## src/rtl/lph_pkg.sv

```systemverilog
`timescale 1ns / 1ps
`default_nettype none
package lph_pkg;

    localparam int KEY_W   = 32;
    localparam int VAL_W   = 32;
    localparam int LIMIT_W = 10;
    localparam logic [31:0] HASH_MULT = 32'h045d9f3b;

    localparam logic FUNC_INSERT = 1'b0;
    localparam logic FUNC_FIND   = 1'b1;

    localparam logic STATUS_DONE = 1'b0;
    localparam logic STATUS_FULL = 1'b1;

    // Commands from the controller to the datapath.
    typedef struct packed {
        logic load;      // capture request and start hashing
        logic mix_step;  // advance hash by one stage
        logic set_home;  // load probe pointer from hash
        logic rd_slot;   // issue memory read at probe pointer
        logic advance;   // step probe pointer
        logic wr_new;    // write key, value and valid
        logic wr_val;    // overwrite value only
        logic take_val;  // capture read value for a hit
        logic clr_step;  // clear one valid entry in sweep
    } t_cmd;

    // Status from the datapath to the controller.
    typedef struct packed {
        logic slot_valid;
        logic key_match;
        logic walk_done;   // all slots visited
        logic room;        // live count below limit
        logic is_find;
        logic clr_done;
    } t_stat;

endpackage
`default_nettype wire

```

## src/rtl/lph_ctrl.sv

```systemverilog
`timescale 1ns / 1ps
`default_nettype none
module lph_ctrl (
    input  wire                 i_clk,
    input  wire                 i_rst_n,
    input  wire                 i_in_valid,
    output logic                o_in_ready,
    output logic                o_out_valid,
    input  wire                 i_out_ready,
    output logic                o_found,
    output logic                o_status,
    output lph_pkg::t_cmd       o_cmd,
    input  wire  lph_pkg::t_stat i_stat
);
    import lph_pkg::*;

    localparam logic [2:0] S_CLEAR = 3'd0;
    localparam logic [2:0] S_IDLE  = 3'd1;
    localparam logic [2:0] S_HASH  = 3'd2;
    localparam logic [2:0] S_READ  = 3'd3;
    localparam logic [2:0] S_CHECK = 3'd4;
    localparam logic [2:0] S_OUT   = 3'd5;

    logic [2:0] r_state, n_state;
    logic [1:0] r_cnt, n_cnt;
    logic       r_found, n_found, r_status, n_status;
    logic       w_accept;

    assign w_accept    = i_in_valid && o_in_ready;
    assign o_in_ready  = (r_state == S_IDLE);
    assign o_out_valid = (r_state == S_OUT);
    assign o_found     = r_found;
    assign o_status    = r_status;

    // Next state and commands.
    always_comb begin
        n_state  = r_state;
        n_cnt    = r_cnt;
        n_found  = r_found;
        n_status = r_status;
        o_cmd    = '0;
        case (r_state)
            S_CLEAR: begin
                if (i_stat.clr_done) n_state = S_IDLE;
                else o_cmd.clr_step = 1'b1;
            end
            S_IDLE: begin
                if (w_accept) begin
                    o_cmd.load = 1'b1;
                    n_found    = 1'b0;
                    n_status   = STATUS_DONE;
                    n_cnt      = 2'd0;
                    n_state    = S_HASH;
                end
            end
            S_HASH: begin
                if (r_cnt == 2'd3) begin
                    o_cmd.set_home = 1'b1;
                    n_state = S_READ;
                end else begin
                    o_cmd.mix_step = 1'b1;
                    n_cnt = r_cnt + 2'd1;
                end
            end
            S_READ: begin
                if (i_stat.walk_done) begin
                    n_status = i_stat.is_find ? STATUS_DONE : STATUS_FULL;
                    n_state  = S_OUT;
                end else begin
                    o_cmd.rd_slot = 1'b1;
                    n_state = S_CHECK;
                end
            end
            S_CHECK: begin
                n_state = S_OUT;
                if (!i_stat.slot_valid) begin
                    if (!i_stat.is_find) begin
                        if (i_stat.room) o_cmd.wr_new = 1'b1;
                        else n_status = STATUS_FULL;
                    end
                end else if (i_stat.key_match) begin
                    n_found = 1'b1;
                    if (i_stat.is_find) o_cmd.take_val = 1'b1;
                    else o_cmd.wr_val = 1'b1;
                end else begin
                    o_cmd.advance = 1'b1;
                    n_state = S_READ;
                end
            end
            S_OUT: begin
                if (i_out_ready) n_state = S_IDLE;
            end
            default: n_state = S_IDLE;
        endcase
    end

    always_ff @(posedge i_clk) begin
        if (!i_rst_n) begin
            r_state  <= S_CLEAR;
            r_cnt    <= '0;
            r_found  <= 1'b0;
            r_status <= STATUS_DONE;
        end else begin
            r_state  <= n_state;
            r_cnt    <= n_cnt;
            r_found  <= n_found;
            r_status <= n_status;
        end
    end

endmodule
`default_nettype wire

```

## config.mk

```make
export PLATFORM = sky130hd
export DESIGN_NAME = lph_ctrl
export DESIGN_NICKNAME = d
export VERILOG_FILES = /design/src/rtl/lph_pkg.sv /design/src/rtl/lph_ctrl.sv
export SDC_FILE = /design/constraint.sdc
export NUM_CORES = 1
export LEC_CHECK = 0
export ABC_AREA = 1
export BUFFER_PORTS_ARGS = -buffer_cell sky130_fd_sc_hd__buf_2
export CAP_MARGIN = 20
export CORE_MARGIN = 1.5
export CORE_UTILIZATION = 38
export DETAILED_ROUTE_END_ITERATION = 7
export PLACE_DENSITY = 0.67
export REMOVE_ABC_BUFFERS = 1
export SLEW_MARGIN = 20
export SYNTH_ARGS = -nofsm -noshare
export SYNTH_HDL_FRONTEND = slang
export SYNTH_SLANG_ARGS = --single-unit
```

## constraint.sdc

```tcl
create_clock -name i_clk -period 2.1 [get_ports i_clk]
set_input_delay 0.105 -clock i_clk [delete_from_list [all_inputs] [get_ports i_clk]]
set_output_delay 0.105 -clock i_clk [all_outputs]
set_load 0.005 [all_outputs]
```

==> impl_metrics.tcl, run 1 <==
set metrics [dict create \
    worst_clock_skew_ps 1.25 \
    placed_cells_incl_taps 128 \
    p_switching_mw 0.352 \
    final-max-slew-violation-count 0 \
    tns_ps 0 \
    internal-power_mw 0.403 \
    post_cts_resized 0 \
    clockBufferDepth 2 \
    grt_overflow 0 \
    design_area_sq_um 693 \
    pwr-share-seq_pct 27.4 \
    yosys_warnings 0 \
    areaGrowthSynthToFinish_pct 26.2 \
    max_cap_viol_count 0 \
    crit_path_launch_type "flop" \
    global_route.usage.total_pct 16.4 \
    seq_area_frac_synth_pct 25.5 \
    grt_pass1_vias 444 \
    drtPass1Iterations 4 \
    global_placer_s_final_weighted_congestion 0.769 \
    root_buffer "sky130_fd_sc_hd__clkbuf_4" \
    final.fill_count 149 \
    finalHoldViolCount 0 \
    detail_route.vias_per_cell 4.64 \
    final_core_util_pct 52.6 \
    seqCellArea_sq_um 140 \
    sw_frac_of_total_pct 46.6 \
    leakagePower_nw 0.439 \
    postRouteAntennaNets 0 \
    placement.cell_area_sq_um 667 \
    finalCritPeriodShare_pct 74.8 \
    design.die.area_sq_um 1680 \
    synthesis.instances 92 \
    mean_routed_wirelength_per_cell_um 9.29 \
    mostFrequentLayoutCell "sky130_fd_sc_hd__buf_2" \
    fp_rows 13 \
    clkSlewWorstSetupHoldPaths_ps 50 \
    setup_viol 0 \
    max_clock_freq_ghz 0.637 \
    hold_class "in -> reg" \
    num_antenna_cells 0 \
    post_cts_buffers 0 \
    post_route_wl_um 1230 \
    synthDistinctLibCells 21 \
    core_area_sq_um 1320 \
    fraction_of_layout_instances_using_a_drive_strength_above_1_pct 29.9 \
    grt_max_degree 9 \
    cts_max_level 1 \
    timing.critical_path.arrival_ps 1470 \
    layout_common_cells "sky130_fd_sc_hd__buf_2 (22), sky130_fd_sc_hd__inv_1 (19), sky130_fd_sc_hd__nand2_1 (19)" \
    grt_first_pass_wirelength_um 1760 \
    status "complete, no violations" \
    hpwlAfterDp_um 1060 \
    tritoncts_num_sinks 7 \
    worst_ep_required_time_ps 2000 \
    post_cts_hold_buffer_count 0 \
    cts_buffers 3 \
    whs_ps 109 \
    starting_density_of_the_core_pct 41.7 \
    power_frac_clock_pct 15.3 \
    synth.cell_area_sq_um 549 \
    portBuffers 22 \
    vias 612 \
    combPwrFrac_pct 57.3 \
    timing_worst_setup_path_type "reg -> out" \
    avgSynthCellArea_sq_um 5.97 \
    worstPathMaxFanout 7 \
    cell_area_power_density_nw_per_um2 1090 \
    grt_antenna_before_repair 0 \
    vdd_ir_drop_max_v 0.000518 \
    clock_tree_from_tritoncts "yes" \
    chipWidth_um 41.0 \
    cp-end-kind "output port" \
    rsz0062_at_grt "false" \
    area_of_the_multi_input_gates_sq_um 317 \
    boundaryPins 23 \
    layoutNonFillerInstCount 132 \
    transition_time_at_the_pin_with_the_least_slew_margin_ps 343 \
    die_y_um 41.0 \
    worst_skew_pair.late_latency_ps 240 \
    worst_slew_margin_rel_pct 77.1 \
    crit_path_time_final_ps 1570 \
    drt_iter0_drc 20 \
    design.final.nets 129 \
    ys_ff_latch 7 \
    final_routed_drc_violation_total 0 \
]
==> power by group through the flow <==
| stage | Combinational, mW | Sequential, mW | Clock (mW) |
|---|---|---|---|
| after global placement | 0.436 | 0.208 | 0 |
| after CTS | 0.437 | 0.206 | 0.122 |
| after floorplan | 0.329 | 0.202 | 0 |
| after detailed placement | 0.436 | 0.209 | 0 |
| final | 0.433 | 0.207 | 0.116 |
| after global routing | 0.491 | 0.211 | 0.131 |
==> through the flow <==
| step | power [mW] | worst slack (ps) |
|---|---|---|
| final | 0.755 | 530 |
| after detailed placement | 0.645 | 786 |
| after global routing | 0.834 | 383 |
| after CTS | 0.765 | 508 |
| after floorplan | 0.530 | 966 |
| after global placement | 0.643 | 839 |
==> state kept, by name, summed over array words and instances (netlist names) <==
name      cells
o_found       1
r_cnt         2
r_state       3
o_status      1
==> cell usage after synthesis <==
library cell,instances,area [sq um]
sky130_fd_sc_hd__a211oi_1,1,7.51
sky130_fd_sc_hd__a21oi_1,8,40.0
sky130_fd_sc_hd__buf_6,1,11.3
sky130_fd_sc_hd__dfxtp_1,7,140
sky130_fd_sc_hd__ha_1,1,12.5
sky130_fd_sc_hd__inv_1,19,71.3
sky130_fd_sc_hd__inv_2,1,3.75
sky130_fd_sc_hd__inv_4,1,6.26
sky130_fd_sc_hd__nand2_1,19,71.3
sky130_fd_sc_hd__nand2_2,2,12.5
sky130_fd_sc_hd__nand2_4,1,11.3
sky130_fd_sc_hd__nand3_1,8,40.0
sky130_fd_sc_hd__nand3_2,3,30.0
sky130_fd_sc_hd__nand4_1,1,6.26
sky130_fd_sc_hd__nor2_1,13,48.8
sky130_fd_sc_hd__nor2_2,1,6.26
sky130_fd_sc_hd__nor3_1,1,5.00
sky130_fd_sc_hd__nor4_1,1,6.26
sky130_fd_sc_hd__o21ai_0,1,5.00
sky130_fd_sc_hd__o21ai_1,1,5.00
sky130_fd_sc_hd__o21ai_2,1,8.76
==> layout make-up <==
type,instances,share of cell area [%]
Timing Repair Buffer,22,15.9
Clock buffer,4,3.79
Multi-Input combinational cell,63,45.7
Tap cell,15,2.71
Inverter,21,11.7
Sequential cell,7,20.2
==> cell families after synthesis <==
logic type                 Yosys count  share of synthesized area, %
AOI/OAI and AO/OA                   12                          12.1
adders and majority gates            1                          2.28
buffers and inverters               22                          16.9
DFF                                  7                          25.5
and+or+nand+nor                     50                          43.3
==> metal layers <==
layer	track usage [%]	wire (um)
met5	0	0
met4	12.5	21
met3	1.63	70
met2	22.3	549
met1	23.2	584
==> worst max-delay path, stage by stage, from the launching register on <==
cell and delay (ps):
sky130_fd_sc_hd__dfxtp_1 370, sky130_fd_sc_hd__nor2_1 280, sky130_fd_sc_hd__nand2_2 150, sky130_fd_sc_hd__inv_2 90, sky130_fd_sc_hd__nand3_1 110, sky130_fd_sc_hd__nor2_1 110
sky130_fd_sc_hd__buf_2 120
==> final timing paths <==
kind                                start                      end  slack (ps)  cells past startpoint
setup reg to reg  r_state[2]$_SDFFE_PN0P_  r_state[1]$_SDFFE_PN0P_         840                      8
hold / removal                    i_rst_n  r_state[2]$_SDFFE_PN0P_         110                      3
hold reg to reg     r_cnt[1]$_SDFFE_PN0P_    r_cnt[1]$_SDFFE_PN0P_         480                      2
setup / recovery  r_state[1]$_SDFFE_PN0P_                 o_cmd[1]         530                      6
Power figures use the tool's default switching activity.
==> run 2: changes to the inputs <==
Settings changed: ABC_AREA 1 to 0, PLACE_DENSITY 0.67 to 0.7.
Clock period 2.1 ns to 1.4 ns, I/O delays scaled along.
==> impl_metrics.tcl, run 2 <==
set metrics [dict create \
    status "finished, violations left" \
    violations "setup timing" \
    detail_route.vias_per_cell 5.14 \
    synth.cell_area_sq_um 514 \
    max_cap_viol_count 0 \
    clock_tree_from_tritoncts "yes" \
    placement.cell_area_sq_um 676 \
    area_of_the_multi_input_gates_sq_um 399 \
    boundaryPins 23 \
    finalCritPeriodShare_pct 102 \
    cell_area_power_density_nw_per_um2 929 \
    final_routed_drc_violation_total 0 \
    num_antenna_cells 0 \
    drtPass1Iterations 4 \
    design_area_sq_um 769 \
    grt_first_pass_wirelength_um 1750 \
    grt_max_degree 14 \
    die_y_um 39.8 \
    vias 581 \
    clockBufferDepth 2 \
    layout_common_cells "sky130_fd_sc_hd__buf_2 (22), sky130_fd_sc_hd__buf_4 (8), sky130_fd_sc_hd__nand2b_1 (5), sky130_fd_sc_hd__nand2_1 (5), sky130_fd_sc_hd__o21ai_0 (5)" \
    met3RoutedLength_um 69 \
    synth_enable_flop_cells 0 \
    netlist_top_cells_area "sky130_fd_sc_hd__dfxtp_1 (27%), sky130_fd_sc_hd__nand2b_1 (6.1%), sky130_fd_sc_hd__nor2_1 (5.1%), sky130_fd_sc_hd__and3_1 (4.9%), sky130_fd_sc_hd__nor2b_1 (4.9%)" \
    chipWidth_um 39.8 \
    fraction_of_layout_instances_using_a_drive_strength_above_1_pct 48.0 \
    synthDistinctLibCells 28 \
    worst_slew_margin_rel_pct 79.9 \
    ys_ff_latch 7 \
    transition_time_at_the_pin_with_the_least_slew_margin_ps 299 \
    timing.critical_path.arrival_ps 1570 \
    drt-met1-wl_um 589 \
    worstPathMaxFanout 2 \
    leakagePower_nw 0.369 \
    grt_overflow 0 \
    design.final.nets 110 \
    fp_rows 13 \
    worst_skew_pair.late_latency_ps 260 \
    largest_register "r_state" \
    starting_density_of_the_core_pct 40.0 \
    async_flop_share_pct 0 \
    final_core_util_pct 59.9 \
    timing_worst_setup_path_type "reg -> reg" \
    synthDominantAreaCellType "sky130_fd_sc_hd__dfxtp_1" \
    synth_top_cells_by_count "sky130_fd_sc_hd__dfxtp_1 (7), sky130_fd_sc_hd__nor2_1 (7), sky130_fd_sc_hd__nand2_1 (5), sky130_fd_sc_hd__nand2b_1 (5), sky130_fd_sc_hd__o21ai_0 (5)" \
    design.die.area_sq_um 1580 \
    postRouteAntennaNets 0 \
    top_metal_used "met4" \
    post-synth-top-area-fraction_pct 27.3 \
    grt_pass1_vias 412 \
    clkSlewWorstSetupHoldPaths_ps 50 \
    mostFrequentLayoutCell "sky130_fd_sc_hd__buf_2" \
    cts_buffers 3 \
    hold_class "in -> reg" \
    cp-end-kind "flop" \
    max_clock_freq_ghz 0.703 \
    worst_clock_skew_ps 2.17 \
    top_regs "r_state (3), r_cnt (2)" \
    areaGrowthSynthToFinish_pct 49.6 \
    portBuffers 22 \
    crit_path_launch_type "flop" \
    timing.final.ws_setup_ps -21.8 \
    avgSynthCellArea_sq_um 7.68 \
    setup_viol 1 \
    synthesis.instances 67 \
    seqCellArea_sq_um 148 \
    tritoncts_num_sinks 7 \
    seq_area_frac_synth_pct 27.3 \
    core_area_sq_um 1280 \
    number_of_flip_flops_under_the_largest_register_name 3 \
    grt_antenna_before_repair 0 \
    yosys_warnings 0 \
    mean_routed_wirelength_per_cell_um 11.4 \
    drt_iter0_drc 11 \
    root_buffer "sky130_fd_sc_hd__clkbuf_4" \
    rsz0062_at_grt "true" \
    post_route_wl_um 1280 \
    route.met2.wl_um 618 \
    final.fill_count 117 \
    final-max-slew-violation-count 0 \
    global_route.usage.total_pct 17.3 \
    finalHoldViolCount 0 \
    synth-main-ff-cell "sky130_fd_sc_hd__dfxtp_1" \
    worst_ep_required_time_ps 1550 \
    vdd_ir_drop_max_v 0.000550 \
    cts_max_level 1 \
    post_cts_hold_buffer_count 0 \
    crit_path_time_final_ps 1420 \
    hpwlAfterDp_um 954 \
    global_placer_s_final_weighted_congestion 0.740 \
]
==> run 2: cell count changes after synthesis, moves of 4 or more <==
cell and delta:
sky130_fd_sc_hd__inv_1 -17, sky130_fd_sc_hd__nand2_1 -14, sky130_fd_sc_hd__a21oi_1 -7, sky130_fd_sc_hd__nand3_1 -7
sky130_fd_sc_hd__nor2_1 -6, sky130_fd_sc_hd__nand2b_1 +5, sky130_fd_sc_hd__and3_1 +4, sky130_fd_sc_hd__nor2b_1 +4
sky130_fd_sc_hd__o21ai_0 +4
==> run 2: layout make-up <==
class                   instances  share of cell area (%)
multi-input cells              55                    51.9
clock buffers                   4                    3.41
repair buffers                 30                    22.1
inverters                       2                   0.976
well taps                      15                    2.44
flip-flops and latches          7                    19.2
==> run 2: worst paths after layout <==
kind                        endpoint  slack [ps]  depth (start not counted)                  start
max            r_cnt[1]$_SDFFE_PN0P_         -20                          5  r_cnt[1]$_SDFFE_PN0P_
max reg2reg    r_cnt[1]$_SDFFE_PN0P_         -20                          5  r_cnt[1]$_SDFFE_PN0P_
min          r_state[1]$_SDFFE_PN0P_          90                          2                i_rst_n
min reg2reg    o_status$_SDFFE_PN0P_         510                          1  o_status$_SDFFE_PN0P_
==> run 2: per-layer routing <==
layer  GRT usage [%]  up-vias
li1                -      303
met1            23.5      259
met2            24.6       17
met3            3.41        2
met4            10.3        0
met5               0        -
==> run 2: report_power, final <==
part	internal (mW)	switching [mW]
Sequential	0.220	0.0282
Combinational	0.150	0.126
Clock	0.109	0.0817
Total	0.479	0.236
==> run 2: cells by family (layout without fill, tap and decap cells) <==
logic type,count (synthesis),after routing,share of synthesized area (%)
adder cells (fa/ha/maj),1,1,2.43
AO/OA/AOI/OAI,12,12,15.8
flip-flops,7,7,27.2
AND/OR/NAND/NOR,39,39,43.1
buffers and inverters,5,36,5.35
multiplexers,3,3,6.08
==> run 2: worst max-delay path, stage by stage (launching register included) <==
cell and delay, ps:
sky130_fd_sc_hd__dfxtp_2 330, sky130_fd_sc_hd__ha_4 150, sky130_fd_sc_hd__or3b_4 390, sky130_fd_sc_hd__a21oi_4 170, sky130_fd_sc_hd__mux2i_1 200, sky130_fd_sc_hd__nor2b_1 60
==> run 2: repair_timing <==
item | in CTS | in global routing
gates resized for setup | 6 | 10
setup buffers | 0 | 1
pin swaps | 2 | 4
setup endpoints to repair | 6 | 6
==> run 2: stage by stage <==
step	cells	power, mW	TNS (ps)	setup WS, ps	hold WS (ps)
after floorplan	64	0.375	-8.60	-8.60	170
after global placement	108	0.480	0	3.88	365
after detailed placement	108	0.483	-75.5	-61.4	364
after CTS	112	0.686	-45.3	-39.7	81.0
after global routing	113	0.762	-195	-64.4	88.1
final	113	0.715	-21.8	-21.8	89.8
